File: src/hw/rtl/pdc_pkg.sv
// ----------------------------------------------------------------------------
// pdc_pkg
// shared widths, register codes, reset values and types of the pwm duty
// capture block
// ----------------------------------------------------------------------------
package pdc_pkg;

    localparam int STAMP_W    = 32;
    localparam int CH_PORT_W  = 2;
    localparam int DUTY_W     = 14;
    localparam int CFG_IDX_W  = 4;
    localparam int CFG_DATA_W = 16;

    localparam logic [DUTY_W-1:0] FULL_SCALE = 14'd10000;
    localparam logic [DUTY_W-1:0] DUTY_MAX   = 14'h3fff;

    // register indexes of the configuration port
    localparam logic [CFG_IDX_W-1:0] CFG_DUTY_LOW       = 4'd0;
    localparam logic [CFG_IDX_W-1:0] CFG_DUTY_HIGH      = 4'd1;
    localparam logic [CFG_IDX_W-1:0] CFG_STEP_LIMIT     = 4'd2;
    localparam logic [CFG_IDX_W-1:0] CFG_STEP_FILTER_ON = 4'd3;

    localparam logic [DUTY_W-1:0] RST_DUTY_LOW       = 14'd8847;
    localparam logic [DUTY_W-1:0] RST_DUTY_HIGH      = 14'd9330;
    localparam logic [DUTY_W-1:0] RST_STEP_LIMIT     = 14'd200;
    localparam logic              RST_STEP_FILTER_ON = 1'b1;

    // job queue between capture front and divide back
    localparam int QUEUE_DEPTH = 2;
    localparam int QUEUE_AW    = 1;

    typedef enum logic [1:0] {
        PH_WAIT_RISE  = 2'd0,
        PH_WAIT_FALL  = 2'd1,
        PH_WAIT_RISE2 = 2'd2
    } t_phase;

    typedef enum logic [2:0] {
        B_IDLE = 3'd0,
        B_MUL  = 3'd1,
        B_SAT  = 3'd2,
        B_DIV  = 3'd3,
        B_FILT = 3'd4
    } t_bstate;

    typedef struct packed {
        logic [DUTY_W-1:0] duty_low;
        logic [DUTY_W-1:0] duty_high;
        logic [DUTY_W-1:0] step_limit;
        logic              step_filter_on;
    } t_cfg;

    typedef struct packed {
        logic [CH_PORT_W-1:0] ch;
        logic [STAMP_W-1:0]   period;
        logic [STAMP_W-1:0]   hi;
    } t_job;

    typedef struct packed {
        logic full;
        logic empty;
    } t_q_status;

endpackage

File: src/hw/rtl/pwm_duty_capture_core.sv
// ----------------------------------------------------------------------------
// pwm_duty_capture_core
// four-channel pwm input capture with duty window and step filter
// ----------------------------------------------------------------------------
// edge beats enter through i_push / o_full: channel, polarity and the counter
// stamp latched at the edge. each channel waits rise, fall, rise; the second
// rise completes a measurement and queues a job for the divide back end.
// an edge beat is taken every cycle while the two-entry job queue has room;
// only completing edges occupy the queue.
// results leave through o_empty / i_pop with period, high time, duty and the
// held flag. a job goes from queue to result register in steps: a load,
// a multiply, a saturation check, 14 restoring-divide steps (one quotient
// bit per cycle) and a filter step. the back end takes no new job until
// the last one is in the result register; the shared divider sets its pace.
// while the receiver stalls, the finished result waits in the output
// register, the back end holds in its filter step and the queue fills; then
// o_full rises. configuration writes are always taken (o_cfg_ready high).
// reset re-arms every channel, clears the last duties and restores defaults.
// ----------------------------------------------------------------------------
module pwm_duty_capture_core
    import pdc_pkg::*;
#(
    parameter int NUM_CHANNELS  = 4,
    parameter int COUNTER_WIDTH = 32
) (
    input  logic                  i_clk,
    input  logic                  i_rst_n,
    input  logic                  i_push,
    output logic                  o_full,
    input  logic [CH_PORT_W-1:0]  i_channel,
    input  logic                  i_edge_rising,
    input  logic [STAMP_W-1:0]    i_stamp,
    output logic                  o_empty,
    input  logic                  i_pop,
    output logic [CH_PORT_W-1:0]  o_out_channel,
    output logic [STAMP_W-1:0]    o_period_ticks,
    output logic [STAMP_W-1:0]    o_high_ticks,
    output logic [DUTY_W-1:0]     o_duty,
    output logic                  o_held,
    input  logic                  i_cfg_valid,
    output logic                  o_cfg_ready,
    input  logic [CFG_IDX_W-1:0]  i_cfg_index,
    input  logic [CFG_DATA_W-1:0] i_cfg_data
);

    t_cfg      r_cfg;
    t_cfg      n_cfg;
    t_job      w_front_job;
    t_job      w_back_job;
    logic      w_push;
    logic      w_job_pop;
    t_q_status w_q_status;
    logic      w_accept;

    assign o_cfg_ready = 1'b1;
    assign o_full      = w_q_status.full;
    assign w_accept    = i_push && !w_q_status.full;

    always_comb begin
        n_cfg = r_cfg;
        if (i_cfg_valid) begin
            case (i_cfg_index)
                CFG_DUTY_LOW:       n_cfg.duty_low       = i_cfg_data[DUTY_W-1:0];
                CFG_DUTY_HIGH:      n_cfg.duty_high      = i_cfg_data[DUTY_W-1:0];
                CFG_STEP_LIMIT:     n_cfg.step_limit     = i_cfg_data[DUTY_W-1:0];
                CFG_STEP_FILTER_ON: n_cfg.step_filter_on = i_cfg_data[0];
                default:            n_cfg = r_cfg;
            endcase
        end
    end

    always_ff @(posedge i_clk) begin
        if (!i_rst_n) begin
            r_cfg.duty_low       <= RST_DUTY_LOW;
            r_cfg.duty_high      <= RST_DUTY_HIGH;
            r_cfg.step_limit     <= RST_STEP_LIMIT;
            r_cfg.step_filter_on <= RST_STEP_FILTER_ON;
        end else begin
            r_cfg <= n_cfg;
        end
    end

    pdc_front #(
        .NUM_CHANNELS  (NUM_CHANNELS),
        .COUNTER_WIDTH (COUNTER_WIDTH)
    ) u_front (
        .i_clk         (i_clk),
        .i_rst_n       (i_rst_n),
        .i_accept      (w_accept),
        .i_channel     (i_channel),
        .i_edge_rising (i_edge_rising),
        .i_stamp       (i_stamp),
        .o_push        (w_push),
        .o_job         (w_front_job)
    );

    pdc_queue u_queue (
        .i_clk    (i_clk),
        .i_rst_n  (i_rst_n),
        .i_push   (w_push),
        .i_job    (w_front_job),
        .i_pop    (w_job_pop),
        .o_job    (w_back_job),
        .o_status (w_q_status)
    );

    pdc_back #(
        .NUM_CHANNELS  (NUM_CHANNELS),
        .COUNTER_WIDTH (COUNTER_WIDTH)
    ) u_back (
        .i_clk          (i_clk),
        .i_rst_n        (i_rst_n),
        .i_cfg          (r_cfg),
        .i_job          (w_back_job),
        .i_job_empty    (w_q_status.empty),
        .o_job_pop      (w_job_pop),
        .i_pop          (i_pop),
        .o_empty        (o_empty),
        .o_out_channel  (o_out_channel),
        .o_period_ticks (o_period_ticks),
        .o_high_ticks   (o_high_ticks),
        .o_duty         (o_duty),
        .o_held         (o_held)
    );

endmodule

File: src/hw/rtl/pdc_front.sv
// ----------------------------------------------------------------------------
// pdc_front
// per-channel edge tracking: captures rise and fall stamps and hands a
// finished period to the job queue
// ----------------------------------------------------------------------------
module pdc_front
    import pdc_pkg::*;
#(
    parameter int NUM_CHANNELS  = 4,
    parameter int COUNTER_WIDTH = 32
) (
    input  logic                 i_clk,
    input  logic                 i_rst_n,
    input  logic                 i_accept,
    input  logic [CH_PORT_W-1:0] i_channel,
    input  logic                 i_edge_rising,
    input  logic [STAMP_W-1:0]   i_stamp,
    output logic                 o_push,
    output t_job                 o_job
);

    localparam int CH_W = (NUM_CHANNELS > 1) ? $clog2(NUM_CHANNELS) : 1;

    t_phase                   r_phase [NUM_CHANNELS];
    logic [COUNTER_WIDTH-1:0] r_rise  [NUM_CHANNELS];
    logic [COUNTER_WIDTH-1:0] r_fall  [NUM_CHANNELS];

    t_phase                   n_phase;
    logic [CH_W-1:0]          w_idx;
    logic                     w_active;
    logic                     w_cap_rise;
    logic                     w_cap_fall;
    logic [COUNTER_WIDTH-1:0] w_stamp;
    logic [COUNTER_WIDTH-1:0] w_period;
    logic [COUNTER_WIDTH-1:0] w_hi;

    assign w_idx    = CH_W'(i_channel);
    assign w_active = i_accept && (int'(i_channel) < NUM_CHANNELS);
    assign w_stamp  = i_stamp[COUNTER_WIDTH-1:0];

    always_comb begin
        n_phase    = r_phase[w_idx];
        w_cap_rise = 1'b0;
        w_cap_fall = 1'b0;
        o_push     = 1'b0;
        case (r_phase[w_idx])
            PH_WAIT_FALL: begin
                if (!i_edge_rising) begin
                    w_cap_fall = w_active;
                    n_phase    = PH_WAIT_RISE2;
                end
            end
            PH_WAIT_RISE2: begin
                if (i_edge_rising) begin
                    o_push  = w_active;
                    n_phase = PH_WAIT_RISE;
                end
            end
            default: begin
                // the unused phase code behaves as waiting for a first rise
                if (i_edge_rising) begin
                    w_cap_rise = w_active;
                    n_phase    = PH_WAIT_FALL;
                end else begin
                    n_phase = PH_WAIT_RISE;
                end
            end
        endcase
    end

    // intervals wrap modulo the counter width
    assign w_period = w_stamp - r_rise[w_idx];
    assign w_hi     = r_fall[w_idx] - r_rise[w_idx];

    assign o_job.ch     = i_channel;
    assign o_job.period = STAMP_W'(w_period);
    assign o_job.hi     = STAMP_W'(w_hi);

    always_ff @(posedge i_clk) begin
        if (!i_rst_n) begin
            for (int c = 0; c < NUM_CHANNELS; c++) begin
                r_phase[c] <= PH_WAIT_RISE;
            end
        end else if (w_active) begin
            r_phase[w_idx] <= n_phase;
        end
    end

    always_ff @(posedge i_clk) begin
        if (w_cap_rise) begin
            r_rise[w_idx] <= w_stamp;
        end
        if (w_cap_fall) begin
            r_fall[w_idx] <= w_stamp;
        end
    end

    a_push_from_wait_rise2 : assert property (@(posedge i_clk) disable iff (!i_rst_n)
        o_push |=> (r_phase[$past(w_idx)] == PH_WAIT_RISE))
        else $error("channel not re-armed after a completed period");

endmodule

File: src/hw/rtl/pdc_queue.sv
// ----------------------------------------------------------------------------
// pdc_queue
// short job fifo between the capture front and the divide back
// ----------------------------------------------------------------------------
module pdc_queue
    import pdc_pkg::*;
(
    input  logic      i_clk,
    input  logic      i_rst_n,
    input  logic      i_push,
    input  t_job      i_job,
    input  logic      i_pop,
    output t_job      o_job,
    output t_q_status o_status
);

    t_job                r_mem [QUEUE_DEPTH];
    logic [QUEUE_AW-1:0] r_wr_ptr;
    logic [QUEUE_AW-1:0] r_rd_ptr;
    logic [QUEUE_AW:0]   r_count;

    logic [QUEUE_AW-1:0] n_wr_ptr;
    logic [QUEUE_AW-1:0] n_rd_ptr;
    logic [QUEUE_AW:0]   n_count;

    assign o_status.full  = (r_count == (QUEUE_AW+1)'(QUEUE_DEPTH));
    assign o_status.empty = (r_count == '0);
    assign o_job          = r_mem[r_rd_ptr];

    always_comb begin
        n_wr_ptr = r_wr_ptr;
        n_rd_ptr = r_rd_ptr;
        n_count  = r_count;
        if (i_push) begin
            n_wr_ptr = (r_wr_ptr == QUEUE_AW'(QUEUE_DEPTH - 1)) ? '0
                                                                 : r_wr_ptr + QUEUE_AW'(1);
        end
        if (i_pop) begin
            n_rd_ptr = (r_rd_ptr == QUEUE_AW'(QUEUE_DEPTH - 1)) ? '0
                                                                 : r_rd_ptr + QUEUE_AW'(1);
        end
        if (i_push && !i_pop) begin
            n_count = r_count + (QUEUE_AW+1)'(1);
        end else if (i_pop && !i_push) begin
            n_count = r_count - (QUEUE_AW+1)'(1);
        end
    end

    always_ff @(posedge i_clk) begin
        if (!i_rst_n) begin
            r_wr_ptr <= '0;
            r_rd_ptr <= '0;
            r_count  <= '0;
        end else begin
            r_wr_ptr <= n_wr_ptr;
            r_rd_ptr <= n_rd_ptr;
            r_count  <= n_count;
        end
    end

    always_ff @(posedge i_clk) begin
        if (i_push) begin
            r_mem[r_wr_ptr] <= i_job;
        end
    end

    a_no_push_full : assert property (@(posedge i_clk) disable iff (!i_rst_n)
        i_push |-> !o_status.full)
        else $error("job pushed into a full queue");

    a_no_pop_empty : assert property (@(posedge i_clk) disable iff (!i_rst_n)
        i_pop |-> !o_status.empty)
        else $error("job popped from an empty queue");

endmodule

File: src/hw/rtl/pdc_back.sv
// ----------------------------------------------------------------------------
// pdc_back
// duty computation: multiply, saturation check, restoring divide one
// quotient bit a cycle, window and step filter, result register
// ----------------------------------------------------------------------------
module pdc_back
    import pdc_pkg::*;
#(
    parameter int NUM_CHANNELS  = 4,
    parameter int COUNTER_WIDTH = 32
) (
    input  logic                 i_clk,
    input  logic                 i_rst_n,
    input  t_cfg                 i_cfg,
    input  t_job                 i_job,
    input  logic                 i_job_empty,
    output logic                 o_job_pop,
    input  logic                 i_pop,
    output logic                 o_empty,
    output logic [CH_PORT_W-1:0] o_out_channel,
    output logic [STAMP_W-1:0]   o_period_ticks,
    output logic [STAMP_W-1:0]   o_high_ticks,
    output logic [DUTY_W-1:0]    o_duty,
    output logic                 o_held
);

    localparam int CH_W  = (NUM_CHANNELS > 1) ? $clog2(NUM_CHANNELS) : 1;
    localparam int NUM_W = COUNTER_WIDTH + DUTY_W;
    localparam int BIT_W = $clog2(DUTY_W);

    t_bstate                  r_state;
    t_bstate                  n_state;

    logic [CH_PORT_W-1:0]     r_ch;
    logic [COUNTER_WIDTH-1:0] r_den;
    logic [COUNTER_WIDTH-1:0] r_hi;
    logic [NUM_W-1:0]         r_num;
    logic [NUM_W-1:0]         r_dsh;
    logic [DUTY_W-1:0]        r_quo;
    logic [BIT_W-1:0]         r_bit;
    logic                     r_sat;
    logic                     r_zero;
    logic [DUTY_W-1:0]        r_last [NUM_CHANNELS];

    logic                     r_out_valid;
    logic [CH_PORT_W-1:0]     r_out_ch;
    logic [STAMP_W-1:0]       r_out_period;
    logic [STAMP_W-1:0]       r_out_hi;
    logic [DUTY_W-1:0]        r_out_duty;
    logic                     r_out_held;

    logic                     w_slot_free;
    logic                     w_out_load;
    logic [CH_W-1:0]          w_idx;
    logic [DUTY_W-1:0]        w_duty;
    logic [DUTY_W-1:0]        w_last;
    logic [DUTY_W-1:0]        w_diff;
    logic                     w_held;

    assign w_slot_free = !r_out_valid || i_pop;
    assign w_idx       = CH_W'(r_ch);

    // next state
    always_comb begin
        n_state = r_state;
        case (r_state)
            B_IDLE: begin
                if (!i_job_empty) begin
                    n_state = B_MUL;
                end
            end
            B_MUL:  n_state = B_SAT;
            B_SAT:  n_state = B_DIV;
            B_DIV: begin
                if (r_bit == '0) begin
                    n_state = B_FILT;
                end
            end
            B_FILT: begin
                if (w_slot_free) begin
                    n_state = B_IDLE;
                end
            end
            default: n_state = B_IDLE;
        endcase
    end

    // state outputs
    always_comb begin
        o_job_pop  = 1'b0;
        w_out_load = 1'b0;
        case (r_state)
            B_IDLE:  o_job_pop  = !i_job_empty;
            B_FILT:  w_out_load = w_slot_free;
            default: begin
                o_job_pop  = 1'b0;
                w_out_load = 1'b0;
            end
        endcase
    end

    always_ff @(posedge i_clk) begin
        if (!i_rst_n) begin
            r_state <= B_IDLE;
        end else begin
            r_state <= n_state;
        end
    end

    always_ff @(posedge i_clk) begin
        case (r_state)
            B_IDLE: begin
                if (o_job_pop) begin
                    r_ch  <= i_job.ch;
                    r_den <= i_job.period[COUNTER_WIDTH-1:0];
                    r_hi  <= i_job.hi[COUNTER_WIDTH-1:0];
                end
            end
            B_MUL: begin
                r_num  <= NUM_W'(r_hi) * NUM_W'(FULL_SCALE);
                r_zero <= (r_den == '0);
            end
            B_SAT: begin
                // quotient of 2^14 or more saturates, so only 14 bits are developed
                r_sat <= (r_num >= (NUM_W'(r_den) << DUTY_W));
                r_dsh <= NUM_W'(r_den) << (DUTY_W - 1);
                r_quo <= '0;
                r_bit <= BIT_W'(DUTY_W - 1);
            end
            B_DIV: begin
                if (r_num >= r_dsh) begin
                    r_num        <= r_num - r_dsh;
                    r_quo[r_bit] <= 1'b1;
                end
                r_dsh <= r_dsh >> 1;
                r_bit <= r_bit - BIT_W'(1);
            end
            default: begin
            end
        endcase
    end

    // window and step filter
    always_comb begin
        w_duty = r_sat ? DUTY_MAX : r_quo;
        w_last = r_last[w_idx];
        w_diff = (w_duty > w_last) ? (w_duty - w_last) : (w_last - w_duty);
        w_held = r_zero
              || (w_duty < i_cfg.duty_low)
              || (w_duty > i_cfg.duty_high)
              || (i_cfg.step_filter_on && (w_diff > i_cfg.step_limit));
    end

    always_ff @(posedge i_clk) begin
        if (!i_rst_n) begin
            for (int c = 0; c < NUM_CHANNELS; c++) begin
                r_last[c] <= '0;
            end
        end else if (w_out_load && !w_held) begin
            r_last[w_idx] <= w_duty;
        end
    end

    always_ff @(posedge i_clk) begin
        if (!i_rst_n) begin
            r_out_valid <= 1'b0;
        end else if (w_out_load) begin
            r_out_valid <= 1'b1;
        end else if (i_pop) begin
            r_out_valid <= 1'b0;
        end
    end

    always_ff @(posedge i_clk) begin
        if (w_out_load) begin
            r_out_ch     <= r_ch;
            r_out_period <= STAMP_W'(r_den);
            r_out_hi     <= STAMP_W'(r_hi);
            r_out_duty   <= w_held ? w_last : w_duty;
            r_out_held   <= w_held;
        end
    end

    assign o_empty        = !r_out_valid;
    assign o_out_channel  = r_out_ch;
    assign o_period_ticks = r_out_period;
    assign o_high_ticks   = r_out_hi;
    assign o_duty         = r_out_duty;
    assign o_held         = r_out_held;

    a_rem_bound : assert property (@(posedge i_clk) disable iff (!i_rst_n)
        (r_state == B_DIV && !r_sat) |-> ({1'b0, r_num} < ({1'b0, r_dsh} << 1)))
        else $error("divide remainder out of range");

    a_div_latency : assert property (@(posedge i_clk) disable iff (!i_rst_n)
        (r_state == B_MUL) |-> ##16 (r_state == B_FILT))
        else $error("divide did not finish in the expected cycle count");

endmodule
File: config.mk
export PLATFORM = sky130hd
export DESIGN_NAME = pwm_duty_capture_core
export DESIGN_NICKNAME = d
export VERILOG_FILES = /design/src/hw/rtl/pdc_pkg.sv /design/src/hw/rtl/pwm_duty_capture_core.sv /design/src/hw/rtl/pdc_front.sv /design/src/hw/rtl/pdc_queue.sv /design/src/hw/rtl/pdc_back.sv
export SDC_FILE = /design/constraint.sdc
export NUM_CORES = 2
export LEC_CHECK = 0
export BUFFER_PORTS_ARGS = -buffer_cell sky130_fd_sc_hd__clkbuf_2
export CAP_MARGIN = 10
export CORE_UTILIZATION = 63
export DETAILED_ROUTE_END_ITERATION = 6
export GPL_TIMING_DRIVEN = 0
export PLACE_DENSITY = 0.81
export REMOVE_ABC_BUFFERS = 1
export SYNTH_ARGS = -nofsm -noshare
export SYNTH_HDL_FRONTEND = slang
export SYNTH_SLANG_ARGS = --single-unit
File: constraint.sdc
create_clock -name i_clk -period 8.88 [get_ports i_clk]
set_input_delay 0.888 -clock i_clk [delete_from_list [all_inputs] [get_ports i_clk]]
set_output_delay 0.888 -clock i_clk [all_outputs]
set_load 0.01 [all_outputs]
Word level (Yosys, flattened, before mapping). Memory sizes are Yosys's and may differ from the RTL's. A register that Yosys moved wholly into a read port is not among the register bits. Cells that the tools add are included.

Register bits after elaboration: 244. Bits in writable memories: 452. Input port bits: 60. Output and inout bits: 84. Logic and storage cells: 146. Memories: 5.

Memories: u_queue.r_mem (depth 2, width 66, rd ports 1, clocked after memory_dff 1, write ports 1, RTL line pdc_queue.sv:17) `t_job r_mem [QUEUE_DEPTH];`; u_front.r_fall (depth 4, width 32, rd ports 1, clocked after memory_dff 0, write ports 1, RTL line pdc_front.sv:26) `logic [COUNTER_WIDTH-1:0] r_fall [NUM_CHANNELS];`; u_front.r_rise (depth 4, width 32, rd ports 1, clocked after memory_dff 0, write ports 1, RTL line pdc_front.sv:25) `logic [COUNTER_WIDTH-1:0] r_rise [NUM_CHANNELS];`; u_back.r_last (depth 4, width 14, rd ports 1, clocked after memory_dff 0, write ports 4, RTL line pdc_back.sv:43) `logic [DUTY_W-1:0] r_last [NUM_CHANNELS];`; u_front.r_phase (depth 4, width 2, rd ports 1, clocked after memory_dff 0, write ports 4, RTL line pdc_front.sv:24) `t_phase r_phase [NUM_CHANNELS];`.

$add $sub $neg: 10. Multiply operators: 1. $lt $le $gt $ge: 8. Eq/ne operators: 14. Muxes and demuxes: 51. Bitwise gates (word level): 1. Reduce and logical (&&, ||, !) cells: 36.

Operator list (number): 46-bit one-hot mux with 2 select lines (2); 46-bit greater-or-equal comparator (2); 14-bit 2-to-1 mux (5); 32-bit subtractor (2); 46-bit 2-to-1 mux (1); 46-bit subtractor (1); 14-bit greater-than comparator (3); 32-bit by 10-bit multiplier with 42-bit output, second input constant (1); 32-bit zero test (1); 1-bit 2-to-1 mux (28); 14-bit one-hot mux with 2 select lines (1); 14-bit subtractor (2); 3-bit one-hot mux with 5 select lines (1); 14-bit less-than comparator (1); 2-bit 2-to-1 mux (7); 14-bit OR (1); 2-bit AND reduction (7); 14-bit OR reduction (1); 3-bit 2-to-1 mux (3); 4-bit by 2-bit equality test with 1-bit output, second input constant (2); 4-bit zero test (2); 4-bit one-hot mux with 2 select lines (1); 2-bit nonzero test (4); 3-bit by 2-bit equality test with 1-bit output, second input constant (2); other kinds (22) (40).

Depth between registers and ports, before layout.
Word-level depth: 13. Mapped depth: 26. Mapped depth without buffers: 22.

By module. A second synthesis with hierarchy kept.

Cell total of the unflattened synthesis: 3648. Area total of the unflattened synthesis: 43366.6 µm².

Modules (own cells, without submodules): pdc_back (times used 1, cells an instance 2337, area an instance 23411.2 µm², seq. area each 9549.2 µm²); pdc_front (times used 1, cells an instance 902, area an instance 13173.9 µm², seq. area each 7927.6 µm²); pdc_queue (times used 1, cells an instance 227, area an instance 4988.5 µm², seq. area each 4063.9 µm²); pwm_duty_capture_core (times used 1, cells an instance 182, area an instance 1793.0 µm², seq. area each 860.8 µm²).

Worst setup path after synthesis. OpenSTA, ideal clock, no wires.

Path kind: reg2reg. Start: register u_back.r_ch[0]. End: memory u_back.r_last[3][0] (enable). Library setup time: 0.405 ns. Arrival time: 6.528 ns. Required time: 8.475 ns. Slack: 1.947 ns. Cell stages (with the launch flop): 25. Buffers on the path: 4. Period minus slack after synthesis: 6.933 ns. Cells stage by stage: edfxtp_1 -> clkbuf_1 -> clkbuf_1 -> mux4_2 -> inv_1 -> ha_1 -> a21o_1 -> a21o_1 -> a21o_1 -> a21oi_1 -> a21boi_1 -> o31ai_4 -> buf_2 -> mux2i_1 -> ha_1 -> nor2b_1 -> o21a_1 -> o21a_1 -> o21a_1 -> o21ai_0 -> a21oi_1 -> o221ai_1 -> nand2_2 -> buf_2 -> o21ai_0.

RTL lines: start: declaration (RTL line pdc_back.sv:34) `logic [CH_PORT_W-1:0] r_ch;`; start signal: assignment (RTL line pdc_back.sv:114) `r_ch <= i_job.ch;`; end: declaration (RTL line pdc_back.sv:43).

==> impl_metrics.json <==
{
  "fill_cells": 4365,
  "min_period_over_period": 0.834,
  "die_w_um": 262,
  "via_per_inst": 6.10,
  "fin_skew_ns": 0.0254,
  "synth_cells": 3530,
  "yosys-top-cells-area": "edfxtp_1, ha_1, inv_1, mux4_2, fa_1",
  "drc": 0,
  "firstDrtPassIters": 7,
  "synth_top_area_frac": 0.500,
  "grt_overflow_total": 0,
  "whs_path_depth": 2,
  "clockBufferDepth": 3,
  "rr_startpoint": "u_back.r_ch[0]$_DFFE_PP_",
  "finalNonFillerCells": 4603,
  "met2_length_um": 47400,
  "crit_fanout": 19,
  "drtIter0Drc": 2298,
  "drv_slew": 0,
  "grt_antenna_before_repair": 2,
  "crit_path_start_kind": "flip-flop",
  "top_layer": "met5",
  "numCtsBuffers": 78,
  "tightest_slew_ns": 1.11,
  "antenna_left": 0,
  "pre_cts_slack_ns": 1.53,
  "cts_tree": "yes",
  "ys.flop_type": "edfxtp_1",
  "outcome": "complete, no violations",
  "clock_latency_ns": 0.64,
  "track_usage": 0.293,
  "vias": 28100,
  "dieArea_mm2": 0.0687,
  "hold_buffers": 0,
  "start_util": 0.643,
  "r2r_cells": 22,
  "fin_crit_ns": 7.40,
  "whs_ns": 0.463,
  "hold_class": "reg2reg",
  "area_growth_syn_to_layout_pct": 11.0,
  "cts_sinks": 761,
  "timing.rr.end": "u_back.r_last[0][4]$_SDFFCE_PN0P_",
  "globalplace.congestion": 0.923,
  "num_rows": 94,
  "clockRootBuffer": "clkbuf_16",
  "netlist_area_mm2": 0.0426,
  "ys_warn_count": 0,
  "path_class": "reg2reg",
  "cap_viol_max_count": 0,
  "fmax_mhz": 135,
  "arrival_ns": 7.74,
  "die_h_um": 262,
  "final_nets": 4156,
  "yosysTopAreaCell": "edfxtp_1",
  "portBuffers": 140,
  "cp.required_ns": 9.21,
  "grt_start_max_net_pins": 77,
  "slew_headroom": 0.259,
  "synth_edf_count": 710,
  "coreArea_mm2": 0.0663,
  "wirelength_um": 98900,
  "met3WireLength_um": 7190,
  "hp-start": "r_cfg[23]$_SDFFE_PN0P_",
  "m1WireLength_um": 40200,
  "grt_pass1_vias": 27900,
  "placed_cells": 4459,
  "layout_setup_ws_ns": 1.48,
  "rsz0062_at_grt": "no",
  "setup_viol": 0,
  "seq_area_frac_synth": 0.524,
  "post_cts_resize_count": 0,
  "synth_cell_types": 89,
  "whs_endpoint": "r_cfg[23]$_SDFFE_PN0P_",
  "syn_avg_cell_area_um2": 12.1,
  "grt_first_pass_wirelength_um": 153000,
  "ys_seq_elements": 761,
  "cts_setup_buffers": 0,
  "drive_gt1_frac": 0.135,
  "clkTransAtPathRegs_ns": 0.06,
  "postSynth.asyncResetShare": 0,
  "htree_levels": 3,
  "ioPinCount": 144,
  "dp_hpwl_um": 69300,
  "r2r_slack_ns": 1.48,
  "critPathCaptureType": "flip-flop",
  "routedWlPerCell_um": 21.5,
  "hold_violations": 0
}
[kinds of logic (layout without fill, tap and decap cells)]
family	after synthesis	in the layout	share of synthesized area
flops	761	761	0.524
fa+ha+maj	420	420	0.139
compound gates	675	675	0.103
other cells	1	2	0.0000880
xor+xnor	136	136	0.0279
mux	178	178	0.0672
simple gates	751	751	0.0844
buf+inv	608	816	0.0539
[final cells by class]
| type | count | area, µm² | area share |
|---|---|---|---|
| flip-flops and latches | 761 | 22300 | 0.472 |
| multi-input cells | 2161 | 18100 | 0.383 |
| clock buffers | 98 | 2090 | 0.0442 |
| inverters | 501 | 1880 | 0.0398 |
| repair buffers | 173 | 1280 | 0.0272 |
| well taps | 864 | 1080 | 0.0229 |
| clock inverters | 44 | 507 | 0.0107 |
| diodes | 1 | 2.50 | 0.0000529 |
[layout by cell type (no fill, tap or decap), drive strengths merged, types with 10 or more instances in the layout]
cell type,count
a211oi,20
a21o,101
or2,21
o21bai,20
mux2i,32
clkinv,26
dfxtp,51
nand2,219
o21a,34
nor2b,32
xor2,56
clkbuf,238
nand2b,27
ha,332
buf,33
nor4,16
xnor2,80
inv,508
o211ai,30
and3,23
nor3,84
and2,10
o21ai,152
mux2,66
nand4,46
a31oi,19
edfxtp,710
nor2,188
a21boi,41
nand3,43
fa,88
mux4,80
a21oi,177
[how the worst max path moves through the flow]
| stage | from | to | cells after the start |
|---|---|---|---|
| 2_1_floorplan | u_back.r_ch[0]$_DFFE_PP_ | u_back.r_last[0][0]$_SDFFCE_PN0P_ | 20 |
| 3_3_place_gp | u_back.r_state[2]$_SDFFE_PN0P_ | u_back.r_num[43]$_DFFE_PP_ | 4 |
| 3_5_place_dp | u_back.r_ch[0]$_DFFE_PP_ | u_back.r_last[1][2]$_SDFFCE_PN0P_ | 22 |
| 4_1_cts | u_back.r_ch[0]$_DFFE_PP_ | u_back.r_last[0][9]$_SDFFCE_PN0P_ | 22 |
| 5_1_grt | u_back.r_ch[0]$_DFFE_PP_ | u_back.r_last[3][9]$_DFFE_PP_ | 21 |
| 6_report | u_back.r_ch[0]$_DFFE_PP_ | u_back.r_last[0][4]$_SDFFCE_PN0P_ | 22 |
[cells in the mapped netlist (20+ instances only)]
master / count
a21boi_0: 37
nor3_1: 84
a21oi_1: 177
o21bai_1: 20
nand2b_1: 27
o21ai_0: 146
mux2_2: 66
nor2_1: 187
mux4_2: 80
and3_1: 23
ha_1: 332
o211ai_1: 28
nand2_1: 217
inv_1: 500
o21a_1: 34
fa_1: 88
a21o_1: 100
nor2b_1: 32
a211oi_1: 20
dfxtp_1: 51
nand4_1: 46
clkbuf_1: 77
edfxtp_1: 710
xnor2_1: 80
xor2_1: 56
mux2i_1: 32
or2_2: 20
nand3_1: 43
[registers in the layout (all words and copies together) (netlist names), 32 cells and up]
name and cells:
u_back.o_period_ticks 32, u_back.r_dsh 45, u_queue.r_mem 132, u_back.r_hi 32, u_front.r_rise 128, u_back.r_last 56, u_back.r_num 46, u_back.o_high_ticks 32
r_cfg 43, u_front.r_fall 128, u_back.r_den 32
[worst max-delay path: stages (launching register included)]
cell,delay [ns]
edfxtp_1,1.09
mux4_2,0.67
inv_1,0.12
ha_1,0.31
a21o_1,0.21
a21o_1,0.17
a21o_1,0.18
a21oi_1,0.24
a21boi_1,0.16
o31ai_4,0.73
mux2i_1,0.30
xnor2_1,0.15
ha_1,0.27
a21oi_1,0.15
nor2b_1,0.05
o21ai_0,0.17
nand2b_1,0.07
a21oi_1,0.13
o21ai_0,0.11
o221ai_1,0.25
nand2_2,0.43
o31ai_2,0.90
buf_6,0.24
[per-layer routing]
metal / up-vias / global-route usage
met5: - / 0
met4: 2 / 0.126
met3: 233 / 0.0510
met2: 1115 / 0.478
met1: 13700 / 0.388
li1: 13000 / -
[metrics by stage]
step	setup TNS (ns)	instance area (µm²)	utilization
floorplan	0	42200	-
global placement	-30.93	44000	0.663
detailed placement	0	44700	0.673
CTS	0	47300	0.713
global route	0	47300	0.713
finish	0	47300	0.713
Power is left out: the tool's default activity adds up to more than one toggle a clock period on the data nets, which glitch-free logic cannot reach.
